File: config.mk
export PLATFORM = sky130hd
export DESIGN_NAME = text_cell_rle_decoder_top
export DESIGN_NICKNAME = d
export VERILOG_FILES = /design/src/hdl/tcrld_pkg.sv /design/src/hdl/tcrld_front.sv /design/src/hdl/tcrld_cmd_fifo.sv /design/src/hdl/tcrld_back.sv /design/src/hdl/text_cell_rle_decoder_top.sv
export VERILOG_INCLUDE_DIRS = /design/src /design/src/hdl
export SDC_FILE = /design/constraint.sdc
export NUM_CORES = 1
export LEC_CHECK = 0
export BUFFER_PORTS_ARGS = -buffer_cell sky130_fd_sc_hd__buf_2
export CORE_UTILIZATION = 55
export DETAILED_ROUTE_END_ITERATION = 10
export GPL_TIMING_DRIVEN = 0
export PLACE_DENSITY = 0.73
export SYNTH_ARGS = -nofsm -noshare
export SYNTH_HDL_FRONTEND = slang
export SYNTH_SLANG_ARGS = --single-unit
File: constraint.sdc
create_clock -name clk -period 8.8 [get_ports clk]
set_input_delay 1.76 -clock clk [delete_from_list [all_inputs] [get_ports clk]]
set_output_delay 1.76 -clock clk [all_outputs]
set_load 0.01 [all_outputs]
File: src/hdl/text_cell_rle_decoder_top_macros.svh
// assertion macros shared by the text cell decoder modules
// expects clk and rst_n to be visible where a macro is used
`ifndef TEXT_CELL_RLE_DECODER_TOP_MACROS_SVH
`define TEXT_CELL_RLE_DECODER_TOP_MACROS_SVH

// consequent checked in the same cycle
`define TCRLD_ASSERT_SAME(label, ante, cons, msg) \
    label: assert property (@(posedge clk) disable iff (!rst_n) (ante) |-> (cons)) \
        else $error(msg);

// consequent checked in the cycle after the antecedent
`define TCRLD_ASSERT_NEXT(label, ante, cons, msg) \
    label: assert property (@(posedge clk) disable iff (!rst_n) (ante) |=> (cons)) \
        else $error(msg);

`endif

File: src/hdl/tcrld_pkg.sv
// shared types and constants for the text cell run-length decoder
// no dependencies
package tcrld_pkg;

    localparam int CELL_WIDTH = 8;
    localparam int COORD_BITS = 12;

    localparam int CMD_DEPTH    = 4;
    localparam int CMD_PTR_BITS = $clog2(CMD_DEPTH);

    // configuration register indexes
    localparam logic [1:0] CFG_FORMAT_MODE  = 2'd0;
    localparam logic [1:0] CFG_GLYPH_HEIGHT = 2'd1;
    localparam logic [1:0] CFG_FRAME_WIDTH  = 2'd2;
    localparam logic [1:0] CFG_FRAME_HEIGHT = 2'd3;

    localparam logic [7:0]  GLYPH_HEIGHT_RST = 8'd8;
    localparam logic [11:0] FRAME_WIDTH_RST  = 12'd640;
    localparam logic [11:0] FRAME_HEIGHT_RST = 12'd400;

    // record types from the header byte
    localparam logic [1:0] KIND_LITERAL  = 2'd0;
    localparam logic [1:0] KIND_CHAR_RUN = 2'd1;
    localparam logic [1:0] KIND_ATTR_RUN = 2'd2;
    localparam logic [1:0] KIND_CELL_RUN = 2'd3;

    typedef enum logic [4:0] {
        PH_HEAD   = 5'b00001,
        PH_FIRST  = 5'b00010,
        PH_SECOND = 5'b00100,
        PH_DATA   = 5'b01000,
        PH_PLAIN  = 5'b10000
    } phase_t;

    // one queued command: draw count copies of a cell, then maybe home the cursor
    typedef struct packed {
        logic [7:0] char_code;
        logic [7:0] attr;
        logic [6:0] count;
        logic       pkt_end;
    } cmd_t;

endpackage

File: src/hdl/tcrld_front.sv
// byte parser: turns packet bytes into cell commands
// depends on tcrld_pkg
module tcrld_front (
    input  logic            clk,
    input  logic            rst_n,
    input  logic            push,
    output logic            full,
    input  logic [7:0]      byte_value,
    input  logic            packet_end,
    input  logic            format_mode,
    input  logic            fmt_wr,
    input  logic            cmd_full,
    output logic            cmd_push,
    output tcrld_pkg::cmd_t cmd_data
);
    import tcrld_pkg::*;

    phase_t     phase_reg, phase_next;
    logic [1:0] kind_reg, kind_next;
    logic [6:0] left_reg, left_next;
    logic [7:0] char_reg, char_next;
    logic [7:0] attr_reg, attr_next;

    logic       accept;
    logic       gen;
    logic [6:0] left_dec;

    assign full     = cmd_full;
    assign accept   = push && !cmd_full;
    assign left_dec = left_reg - 7'd1;

    always_comb
    begin
        phase_next = phase_reg;
        kind_next  = kind_reg;
        left_next  = left_reg;
        char_next  = char_reg;
        attr_next  = attr_reg;
        gen        = 1'b0;
        cmd_data.char_code = char_reg;
        cmd_data.attr      = byte_value;
        cmd_data.count     = 7'd1;
        cmd_data.pkt_end   = packet_end;

        if (accept)
        begin
            if (!format_mode)
            begin
                if (phase_reg == PH_PLAIN)
                begin
                    gen        = 1'b1;
                    phase_next = PH_HEAD;
                end
                else
                begin
                    char_next  = byte_value;
                    phase_next = PH_PLAIN;
                end
            end
            else
            begin
                case (phase_reg)
                    PH_FIRST:
                    begin
                        if (kind_reg == KIND_ATTR_RUN)
                        begin
                            attr_next  = byte_value;
                            phase_next = PH_DATA;
                        end
                        else
                        begin
                            char_next  = byte_value;
                            phase_next = (kind_reg == KIND_CHAR_RUN) ? PH_DATA : PH_SECOND;
                        end
                    end
                    PH_SECOND:
                    begin
                        if (kind_reg == KIND_CELL_RUN)
                        begin
                            // whole run goes out on the attribute byte
                            attr_next      = byte_value;
                            gen            = 1'b1;
                            cmd_data.count = left_reg;
                            left_next      = 7'd0;
                            phase_next     = PH_HEAD;
                        end
                        else if (kind_reg == KIND_LITERAL)
                        begin
                            gen        = 1'b1;
                            left_next  = left_dec;
                            phase_next = (left_dec == 7'd0) ? PH_HEAD : PH_FIRST;
                        end
                        else
                        begin
                            phase_next = PH_HEAD;
                        end
                    end
                    PH_DATA:
                    begin
                        if (kind_reg == KIND_CHAR_RUN)
                        begin
                            attr_next  = byte_value;
                            gen        = 1'b1;
                            left_next  = left_dec;
                            phase_next = (left_dec == 7'd0) ? PH_HEAD : PH_DATA;
                        end
                        else if (kind_reg == KIND_ATTR_RUN)
                        begin
                            char_next          = byte_value;
                            gen                = 1'b1;
                            cmd_data.char_code = byte_value;
                            cmd_data.attr      = attr_reg;
                            left_next          = left_dec;
                            phase_next         = (left_dec == 7'd0) ? PH_HEAD : PH_DATA;
                        end
                        else
                        begin
                            phase_next = PH_HEAD;
                        end
                    end
                    default:
                    begin
                        // header: type in the top two bits, count minus one below
                        kind_next  = byte_value[7:6];
                        left_next  = {1'b0, byte_value[5:0]} + 7'd1;
                        phase_next = PH_FIRST;
                    end
                endcase
            end

            if (packet_end)
            begin
                phase_next = PH_HEAD;
                left_next  = 7'd0;
            end
        end

        if (!gen)
        begin
            cmd_data.count = 7'd0;
        end

        if (fmt_wr)
        begin
            phase_next = PH_HEAD;
        end
    end

    assign cmd_push = accept && (gen || packet_end);

    always_ff @(posedge clk or negedge rst_n)
    begin
        if (!rst_n)
        begin
            phase_reg <= PH_HEAD;
            kind_reg  <= KIND_LITERAL;
            left_reg  <= 7'd0;
            char_reg  <= 8'd0;
            attr_reg  <= 8'd0;
        end
        else
        begin
            phase_reg <= phase_next;
            kind_reg  <= kind_next;
            left_reg  <= left_next;
            char_reg  <= char_next;
            attr_reg  <= attr_next;
        end
    end

endmodule

File: src/hdl/tcrld_cmd_fifo.sv
// short command queue between the byte parser and the cell engine
// depends on tcrld_pkg and text_cell_rle_decoder_top_macros.svh
`include "text_cell_rle_decoder_top_macros.svh"

module tcrld_cmd_fifo (
    input  logic            clk,
    input  logic            rst_n,
    input  logic            push,
    input  tcrld_pkg::cmd_t wr_data,
    output logic            full,
    input  logic            pop,
    output tcrld_pkg::cmd_t rd_data,
    output logic            empty
);
    import tcrld_pkg::*;

    cmd_t                    mem [CMD_DEPTH];
    logic [CMD_PTR_BITS-1:0] wr_ptr_reg, wr_ptr_next;
    logic [CMD_PTR_BITS-1:0] rd_ptr_reg, rd_ptr_next;
    logic [CMD_PTR_BITS:0]   count_reg, count_next;

    assign full    = (count_reg == (CMD_PTR_BITS+1)'(CMD_DEPTH));
    assign empty   = (count_reg == '0);
    assign rd_data = mem[rd_ptr_reg];

    always_comb
    begin
        wr_ptr_next = push ? wr_ptr_reg + 1'b1 : wr_ptr_reg;
        rd_ptr_next = pop ? rd_ptr_reg + 1'b1 : rd_ptr_reg;
        count_next  = count_reg;
        if (push && !pop)
        begin
            count_next = count_reg + 1'b1;
        end
        else if (pop && !push)
        begin
            count_next = count_reg - 1'b1;
        end
    end

    always_ff @(posedge clk)
    begin
        if (push)
        begin
            mem[wr_ptr_reg] <= wr_data;
        end
    end

    always_ff @(posedge clk or negedge rst_n)
    begin
        if (!rst_n)
        begin
            wr_ptr_reg <= '0;
            rd_ptr_reg <= '0;
            count_reg  <= '0;
        end
        else
        begin
            wr_ptr_reg <= wr_ptr_next;
            rd_ptr_reg <= rd_ptr_next;
            count_reg  <= count_next;
        end
    end

    `TCRLD_ASSERT_SAME(a_no_overflow, push, !full, "command pushed into a full queue")
    `TCRLD_ASSERT_SAME(a_no_underflow, pop, !empty, "command popped from an empty queue")
    `TCRLD_ASSERT_NEXT(a_count_grows, push && !pop, count_reg == $past(count_reg) + 1'b1, "queue count did not grow on push")

endmodule

File: src/hdl/tcrld_back.sv
// cell engine: walks the cursor and emits one cell per cycle into a free or popped output register
// depends on tcrld_pkg and text_cell_rle_decoder_top_macros.svh
`include "text_cell_rle_decoder_top_macros.svh"

module tcrld_back (
    input  logic                                clk,
    input  logic                                rst_n,
    input  tcrld_pkg::cmd_t                     cmd,
    input  logic                                cmd_empty,
    output logic                                cmd_pop,
    input  logic [7:0]                          glyph_height,
    input  logic [tcrld_pkg::COORD_BITS-1:0]    frame_width,
    input  logic [tcrld_pkg::COORD_BITS-1:0]    frame_height,
    input  logic                                pop,
    output logic                                empty,
    output logic [tcrld_pkg::COORD_BITS-1:0]    cell_column,
    output logic [tcrld_pkg::COORD_BITS-1:0]    cell_row,
    output logic [7:0]                          char_code,
    output logic [3:0]                          fore_colour,
    output logic [3:0]                          back_colour,
    output logic                                run_final
);
    import tcrld_pkg::*;

    localparam logic [COORD_BITS-1:0] STEP = COORD_BITS'(CELL_WIDTH);

    logic [COORD_BITS-1:0] cursor_col_reg, cursor_col_next;
    logic [COORD_BITS-1:0] cursor_row_reg, cursor_row_next;
    logic [6:0]            sent_reg, sent_next;
    logic                  out_valid_reg, out_valid_next;

    logic [COORD_BITS-1:0] col_reg, row_reg;
    logic [7:0]            char_reg;
    logic [7:0]            attr_reg;
    logic                  final_reg;

    logic                  active;
    logic                  cur_drop;
    logic                  next_drop;
    logic                  none_left;
    logic                  last;
    logic                  can_emit;
    logic                  emit;
    logic                  retire;
    logic                  wrap;
    logic [COORD_BITS-1:0] col_adv;
    logic [COORD_BITS-1:0] col_step;
    logic [COORD_BITS-1:0] row_step;
    logic [COORD_BITS-1:0] gh_ext;

    assign gh_ext    = COORD_BITS'(glyph_height);
    assign active    = !cmd_empty;
    // a cell whose bottom falls below the frame is dropped and the cursor stays
    assign cur_drop  = ({1'b0, cursor_row_reg} + {1'b0, gh_ext}) > {1'b0, frame_height};
    assign none_left = (sent_reg == cmd.count);
    assign last      = ((sent_reg + 7'd1) == cmd.count);
    assign can_emit  = !out_valid_reg || pop;

    // cursor after one cell, with wrap to the next glyph row
    assign col_adv   = cursor_col_reg + STEP;
    assign wrap      = ({1'b0, col_adv} + {1'b0, STEP}) > {1'b0, frame_width};
    assign col_step  = wrap ? '0 : col_adv;
    assign row_step  = wrap ? cursor_row_reg + gh_ext : cursor_row_reg;
    assign next_drop = ({1'b0, row_step} + {1'b0, gh_ext}) > {1'b0, frame_height};

    assign emit    = active && !none_left && !cur_drop && can_emit;
    assign retire  = active && (none_left || cur_drop || (emit && (last || next_drop)));
    assign cmd_pop = retire;

    always_comb
    begin
        cursor_col_next = cursor_col_reg;
        cursor_row_next = cursor_row_reg;
        if (emit)
        begin
            cursor_col_next = col_step;
            cursor_row_next = row_step;
        end
        if (retire && cmd.pkt_end)
        begin
            cursor_col_next = '0;
            cursor_row_next = '0;
        end

        if (retire)
        begin
            sent_next = 7'd0;
        end
        else if (emit)
        begin
            sent_next = sent_reg + 7'd1;
        end
        else
        begin
            sent_next = sent_reg;
        end

        if (emit)
        begin
            out_valid_next = 1'b1;
        end
        else if (pop)
        begin
            out_valid_next = 1'b0;
        end
        else
        begin
            out_valid_next = out_valid_reg;
        end
    end

    always_ff @(posedge clk or negedge rst_n)
    begin
        if (!rst_n)
        begin
            cursor_col_reg <= '0;
            cursor_row_reg <= '0;
            sent_reg       <= 7'd0;
            out_valid_reg  <= 1'b0;
        end
        else
        begin
            cursor_col_reg <= cursor_col_next;
            cursor_row_reg <= cursor_row_next;
            sent_reg       <= sent_next;
            out_valid_reg  <= out_valid_next;
        end
    end

    always_ff @(posedge clk)
    begin
        if (emit)
        begin
            col_reg   <= cursor_col_reg;
            row_reg   <= cursor_row_reg;
            char_reg  <= cmd.char_code;
            attr_reg  <= cmd.attr;
            // the last cell of the run, or later cells of the run would all be dropped
            final_reg <= last || next_drop;
        end
    end

    assign empty       = !out_valid_reg;
    assign cell_column = col_reg;
    assign cell_row    = row_reg;
    assign char_code   = char_reg;
    assign fore_colour = attr_reg[3:0];
    assign back_colour = attr_reg[7:4];
    assign run_final   = final_reg;

    `TCRLD_ASSERT_SAME(a_col_aligned, 1'b1, (cursor_col_reg & (STEP - 1'b1)) == '0, "cursor column off the cell grid")
    `TCRLD_ASSERT_NEXT(a_end_home, retire && cmd.pkt_end, cursor_col_reg == '0 && cursor_row_reg == '0, "cursor not homed after packet end")
    `TCRLD_ASSERT_SAME(a_sent_bound, sent_reg != 7'd0, !cmd_empty && sent_reg < cmd.count, "cell count ran past the command")

endmodule

File: src/hdl/text_cell_rle_decoder_top.sv
// Text cell decoder: packet bytes in, placed character cells out. Plain mode
// takes character/attribute pairs; XBIN mode takes run-length records. The
// byte parser accepts one byte per cycle while the queue is not full and
// queues cell commands in a four-entry queue; the cell engine emits one cell
// per cycle while its output register is free or popped, so a run holds the
// engine while input keeps flowing until the queue fills. A run that falls
// below the frame bottom is retired without emitting those cells. The user
// must write configuration only while the block is idle; the block does not
// enforce this. Depends on tcrld_pkg, tcrld_front, tcrld_cmd_fifo, tcrld_back.
module text_cell_rle_decoder_top (
    input  logic                             clk,
    input  logic                             rst_n,
    input  logic                             push,
    output logic                             full,
    input  logic [7:0]                       byte_value,
    input  logic                             packet_end,
    output logic                             empty,
    input  logic                             pop,
    output logic [tcrld_pkg::COORD_BITS-1:0] cell_column,
    output logic [tcrld_pkg::COORD_BITS-1:0] cell_row,
    output logic [7:0]                       char_code,
    output logic [3:0]                       fore_colour,
    output logic [3:0]                       back_colour,
    output logic                             run_final,
    input  logic                             cfg_we,
    input  logic [1:0]                       cfg_index,
    input  logic [11:0]                      cfg_data
);
    import tcrld_pkg::*;

    logic                  format_mode_reg;
    logic [7:0]            glyph_height_reg;
    logic [COORD_BITS-1:0] frame_width_reg;
    logic [COORD_BITS-1:0] frame_height_reg;

    logic fmt_wr;
    logic cmd_push;
    logic cmd_full;
    logic cmd_pop;
    logic cmd_empty;
    cmd_t cmd_in;
    cmd_t cmd_head;

    assign fmt_wr = cfg_we && (cfg_index == CFG_FORMAT_MODE);

    always_ff @(posedge clk or negedge rst_n)
    begin
        if (!rst_n)
        begin
            format_mode_reg  <= 1'b0;
            glyph_height_reg <= GLYPH_HEIGHT_RST;
            frame_width_reg  <= COORD_BITS'(FRAME_WIDTH_RST);
            frame_height_reg <= COORD_BITS'(FRAME_HEIGHT_RST);
        end
        else if (cfg_we)
        begin
            case (cfg_index)
                CFG_FORMAT_MODE:  format_mode_reg  <= cfg_data[0];
                CFG_GLYPH_HEIGHT: glyph_height_reg <= cfg_data[7:0];
                CFG_FRAME_WIDTH:  frame_width_reg  <= COORD_BITS'(cfg_data);
                CFG_FRAME_HEIGHT: frame_height_reg <= COORD_BITS'(cfg_data);
                default:          format_mode_reg  <= format_mode_reg;
            endcase
        end
    end

    tcrld_front u_front (
        .clk         (clk),
        .rst_n       (rst_n),
        .push        (push),
        .full        (full),
        .byte_value  (byte_value),
        .packet_end  (packet_end),
        .format_mode (format_mode_reg),
        .fmt_wr      (fmt_wr),
        .cmd_full    (cmd_full),
        .cmd_push    (cmd_push),
        .cmd_data    (cmd_in)
    );

    tcrld_cmd_fifo u_cmd_fifo (
        .clk     (clk),
        .rst_n   (rst_n),
        .push    (cmd_push),
        .wr_data (cmd_in),
        .full    (cmd_full),
        .pop     (cmd_pop),
        .rd_data (cmd_head),
        .empty   (cmd_empty)
    );

    tcrld_back u_back (
        .clk          (clk),
        .rst_n        (rst_n),
        .cmd          (cmd_head),
        .cmd_empty    (cmd_empty),
        .cmd_pop      (cmd_pop),
        .glyph_height (glyph_height_reg),
        .frame_width  (frame_width_reg),
        .frame_height (frame_height_reg),
        .pop          (pop),
        .empty        (empty),
        .cell_column  (cell_column),
        .cell_row     (cell_row),
        .char_code    (char_code),
        .fore_colour  (fore_colour),
        .back_colour  (back_colour),
        .run_final    (run_final)
    );

endmodule

# Word level (Yosys, flattened, before mapping)
# Memories as Yosys holds them, arrays and structs flattened.
# Index checks and enable logic that the tools add are counted.
[totals]
register_bits = 143
ramBits = 96
output_inout_bits = 43
word_cells = 165
input_bits = 28
mem_count = 1
[mem_list]
columns = ["name", "depth", "word_bits", "rd", "rd_ports_with_merged_regs", "write_ports", "line_no", "rtl"]
rows = [
  ["u_cmd_fifo.mem", 4, 24, 1, 0, 1, "tcrld_cmd_fifo.sv:17", "cmd_t mem [CMD_DEPTH];"],
]
[classes]
n_eq_ne = 24
magnitude_cmp = 3
muxes = 60
reduce_logical = 43
bitwise_logic = 1
addsub = 12
[ops]
columns = ["operator", "count"]
rows = [
  ["two-way mux 7 bit", 11],
  ["two-way mux 12 bit", 6],
  ["two-way mux 8 bit", 7],
  ["two-way mux 5 bit", 10],
  ["two-way mux 16 bit", 3],
  ["two-way mux 23 bit", 2],
  ["> comparator 13 x 12 -> 1 bit", 3],
  ["adder 12 x 8 -> 13 bit", 2],
  ["case mux 8 bit (3 select lines)", 1],
  ["case mux 7 bit (3 select lines)", 1],
  ["case mux 8 bit (2 select lines)", 1],
  ["case mux 5 bit (3 select lines)", 1],
  ["equality test 7 bit", 2],
  ["adder 12 x 4 -> 13 bit, second input constant", 1],
  ["adder 12 x 4 -> 12 bit, second input constant", 1],
  ["adder 12 x 8 -> 12 bit", 1],
  ["AND reduction 6 bit", 2],
  ["nonzero test 2 bit", 6],
  ["logical AND 1 bit", 11],
  ["two-way mux 1 bit", 11],
  ["equality test 2 bit, second input constant", 4],
  ["two-way mux 4 bit", 2],
  ["!= test 4 x 2 -> 1 bit, second input constant", 2],
  ["AND reduction 2 bit", 4],
  ["other kinds (30)", 48],
]

# Depth between registers and ports, before layout
[depth]
depth_word = 13
depth_mapped = 41

# Cells and area by module
# Synthesis repeated with hierarchy kept, for this count alone.
[hier_totals]
hier_cells = 969
hier_area_um2 = 12385.6
[by_module_without_submodules]
columns = ["mod", "n_inst", "cells_each", "area_per_inst_um2"]
rows = [
  ["tcrld_back", 1, 511, 5041.1],
  ["tcrld_cmd_fifo", 1, 160, 3902.5],
  ["tcrld_front", 1, 226, 2193.4],
  ["text_cell_rle_decoder_top", 1, 72, 1248.7],
]

# Worst setup path before layout
# Ideal clock, no wire load.
[synth_path]
path_type = "reg-to-reg"
from = "register u_back.cursor_col_reg[3]"
to = "register u_cmd_fifo.count_reg[2]"
path_buffers = 3
path_stages_with_launch = 38
arrival_ns = 7.415
setup_slack_ns = 1.306
path_cell_list = "dfrtp_1 buf_2 inv_1 ha_1 nor4_2 o31ai_2 xnor2_1 ha_1 nand2_1 nor3_1 a31o_2 o22ai_2 buf_2 buf_2 mux2_2 ha_1 fa_1 a21oi_1 (+2 left out) nor2_1 o41ai_1 xor2_1 ha_1 a21o_1 a21o_1 a21o_1 a21oi_1 a21oi_1 a31oi_1 a21oi_2 o21ai_2 ha_1 inv_1 fa_1 xor2_1 nor2_1 xor2_1"
[synth_via]
elab_chain_cells = 13
[synth_lines]
columns = ["item", "line_no", "rtl"]
rows = [
  ["start: declaration", "tcrld_back.sv:27", "logic [COORD_BITS-1:0] cursor_col_reg, cursor_col_next;"],
  ["start signal: assignment", "tcrld_back.sv:123", "cursor_col_reg <= cursor_col_next;"],
  ["adder 12 x 4 -> 12 bit (*)", "tcrld_back.sv:60", "assign col_adv = cursor_col_reg + STEP;"],
  ["adder 12 x 4 -> 13 bit (*)", "tcrld_back.sv:61", "assign wrap = ({1'b0, col_adv} + {1'b0, STEP}) > {1'b0, frame_width};"],
  ["> comparator 13 x 12 -> 1 bit (*)", "tcrld_back.sv:61", ""],
  ["two-way mux 12 bit (*)", "tcrld_back.sv:63", "assign row_step = wrap ? cursor_row_reg + gh_ext : cursor_row_reg;"],
  ["adder 12 x 8 -> 13 bit (*)", "tcrld_back.sv:64", "assign next_drop = ({1'b0, row_step} + {1'b0, gh_ext}) > {1'b0, frame_height};"],
  ["> comparator 13 x 12 -> 1 bit (*)", "tcrld_back.sv:64", ""],
  ["logical OR 1 bit (*)", "tcrld_back.sv:67", "assign retire = active && (none_left || cur_drop || (emit && (last || next_drop)));"],
  ["logical AND 1 bit (*)", "tcrld_back.sv:67", ""],
  ["logical OR 1 bit (*)", "tcrld_back.sv:67", ""],
  ["logical AND 1 bit (*)", "tcrld_back.sv:67", ""],
  ["logical NOT 1 bit", "tcrld_cmd_fifo.sv:31", "if (push && !pop)"],
  ["logical AND 1 bit", "tcrld_cmd_fifo.sv:31", ""],
  ["two-way mux 3 bit or nonzero test 2 bit (tied branches)", "-", ""],
  ["end signal: assignment", "tcrld_cmd_fifo.sv:61", "count_reg <= count_next;"],
  ["end: declaration", "tcrld_cmd_fifo.sv:20", "logic [CMD_PTR_BITS:0] count_reg, count_next;"],
]
# Mark *: on every way between the ends. The rest lies on a longest branch, timed or not.
# A chain may end at the register's enable or synchronous reset.

# Worst setup path after layout
# Ends and elaborated chain as after synthesis.

==> flow_summary.json <==
{
  "postSynth.asyncResetShare": 0.425,
  "diodes": 0,
  "powerDensity_nw_per_um2": 342,
  "ant_nets": 0,
  "cap_violations": 0,
  "largest_reg_flops": 96,
  "synthTopCellsByArea": "edfxtp_1, dfrtp_1, mux2_2",
  "ys.warnings.count": 0,
  "crit_required_ns": 9.24,
  "holdCritStartpoint": "u_back.cursor_col_reg[8]",
  "ys_ff_latch": 233,
  "cts_buffers": 25,
  "p_leak_uw": 0.00565,
  "min_period_over_period": 0.943,
  "num_vias": 7885,
  "dp_hpwl_mm": 17.8,
  "grt_pass1_wl_mm": 41.1,
  "gp_congestion": 0.886,
  "critPathLaunchType": "flip-flop",
  "clkTransAtPathRegs_ns": 0.06,
  "utilization": 0.639,
  "syn_to_final_growth_pct": 13.7,
  "dr.pass1.iters": 7,
  "vias_per_cell": 5.80,
  "antenna_found_initial": 0,
  "avgSynthCellArea_um2": 12.8,
  "drtIter0Drc": 466,
  "cp_num_buf_inv": 5,
  "cts_buffer_depth": 3,
  "crit_type": "flip-flop to flip-flop",
  "cp_slowest_cell": "o41ai_2",
  "final_cell_mix": "edfxtp_1, dfrtp_1, mux2_2",
  "cts_root_buf": "clkbuf_16",
  "core_um2": 21800,
  "cts_max_level": 1,
  "synth_edf_count": 134,
  "ir_worst_vdd_mv": 0.186,
  "wl_mm": 25.6,
  "netlist.area_leader.share": 0.328,
  "grt_pass1_vias": 7542,
  "grt_usage": 0.235,
  "wl_per_cell_um": 18.8,
  "synthFlopType": "edfxtp_1",
  "regMostFlops": "u_cmd_fifo.mem",
  "boundaryPins": 71,
  "hp-class": "flip-flop to flip-flop",
  "setup_viol": 0,
  "grt_max_degree": 56,
  "syn_area_um2": 12300,
  "fp-row-count": 54,
  "tightest_slew_ns": 1.31,
  "path_delay_family": "compound AO/OA/AOI/OAI gates",
  "nFillCells": 1636,
  "slew_viol_final": 0,
  "seq_area_frac_synth": 0.530,
  "cts_sinks": 233,
  "end_kind": "flip-flop",
  "die-area_um2": 22900,
  "worstSkewPairLatency_ns": 0.53,
  "gr-total-overflow": 0,
  "fin_skew_ns": 0.0111,
  "crit_arrival_ns": 8.73,
  "final_nets": 1157,
  "final_common_cell": "edfxtp_1",
  "cts_tree": "yes",
  "synthCells": 962,
  "start_util": 0.562,
  "io_buffers": 67,
  "critPathMaxStageDelay_ns": 0.46,
  "drive_above_1_share": 0.263,
  "hold_violations": 0,
  "slew_headroom": 0.128,
  "r2r_start": "u_back.cursor_col_reg[3]",
  "total_power_uw": 4770,
  "status": "complete, no violations",
  "fin_tns_setup_ns": 0,
  "die_x_um": 151,
  "worstPathMaxFanout": 10,
  "setup.worst_path.start": "u_back.cursor_col_reg[3]",
  "clock.fmax_mhz": 121,
  "synth_top_cell_by_area": "edfxtp_1",
  "netlist-cell-type-count": 79,
  "die_h_um": 151,
  "post-route-min-period_ns": 8.29,
  "drc": 0
}
==> metrics by stage <==
stage                     instances  setup slack, ns  instance area [um2]  hold WS (ns)
after floorplan                 964             1.31                12300         0.420
after detailed placement       1313           -0.197                13000         0.430
after global placement         1311           -0.139                13000         0.426
after global routing           1360          -0.0201                13900         0.472
after CTS                      1359           0.0905                13900         0.444
final                          1360            0.506                13900         0.443
==> routing by layer <==
metal / up-vias / part of all wire / global-route usage
li1: 3808 / - / -
met1: 3870 / 0.49 / 0.362
met2: 179 / 0.45 / 0.353
met3: 28 / 0.047 / 0.0340
met4: 0 / 0.018 / 0.0480
met5: - / 0 / 0
==> Yosys cell counts, drive strengths merged (11+ instances only) <==
| library cell | n |
|---|---|
| nor3 | 19 |
| nor2 | 62 |
| mux2 | 75 |
| clkbuf | 13 |
| edfxtp | 134 |
| nand3 | 22 |
| mux2i | 12 |
| inv | 42 |
| dfrtp | 92 |
| xor2 | 14 |
| nand2 | 49 |
| buf | 24 |
| or3 | 11 |
| ha | 65 |
| a21oi | 42 |
| and2 | 16 |
| o21ai | 44 |
| xnor2 | 42 |
| mux4 | 23 |
==> cells by family (layout without fill, tap and decap cells) <==
| kind of cell | count (synthesis) | after routing | share of synthesized area |
|---|---|---|---|
| compound gates | 170 | 170 | 0.0964 |
| xor+xnor | 56 | 56 | 0.0400 |
| simple gates | 245 | 245 | 0.105 |
| other cells | 1 | 3 | 0.000306 |
| flops | 233 | 233 | 0.530 |
| fa+ha+maj | 68 | 68 | 0.0712 |
| buf+inv | 79 | 195 | 0.0345 |
| mux | 110 | 110 | 0.122 |
==> area by class of cell <==
class | count | area [um2] | area share
tap | 280 | 350 | 0.0251
timing repair buffer | 70 | 393 | 0.0282
clock buffer | 32 | 692 | 0.0496
buffer | 37 | 273 | 0.0196
clock inverter | 14 | 178 | 0.0127
multi-input combinational | 652 | 5390 | 0.387
sequential | 233 | 6510 | 0.467
inverter | 42 | 158 | 0.0113
==> power by group <==
part | internal (uW) | total (uW) | switching (uW)
Clock | 652 | 1090 | 441
Combinational | 864 | 1970 | 1100
Sequential | 1540 | 1700 | 165
Total | 3050 | 4770 | 1710
==> what timing repair did <==
item | CTS | global route
setup buffers | 0 | 1
hold buffers | 0 | 0
endpoints found under the setup margin | 2 | 2
gates resized for setup | 3 | 10
pin swaps | 0 | 1
==> path summary, 6_finish.rpt <==
path                       cells after the start                      end  slack (ns)
min in group asynchronous                      1      u_front.char_reg[0]        1.29
max in group asynchronous                      2     u_front.phase_reg[0]        6.73
max reg2reg                                   37  u_cmd_fifo.count_reg[2]        0.51
min reg2reg                                    0    u_back.cell_column[8]        0.44
max                                           37  u_cmd_fifo.count_reg[2]        0.51
min                                            0    u_back.cell_column[8]        0.44
(Power assumes the default switching activity.)
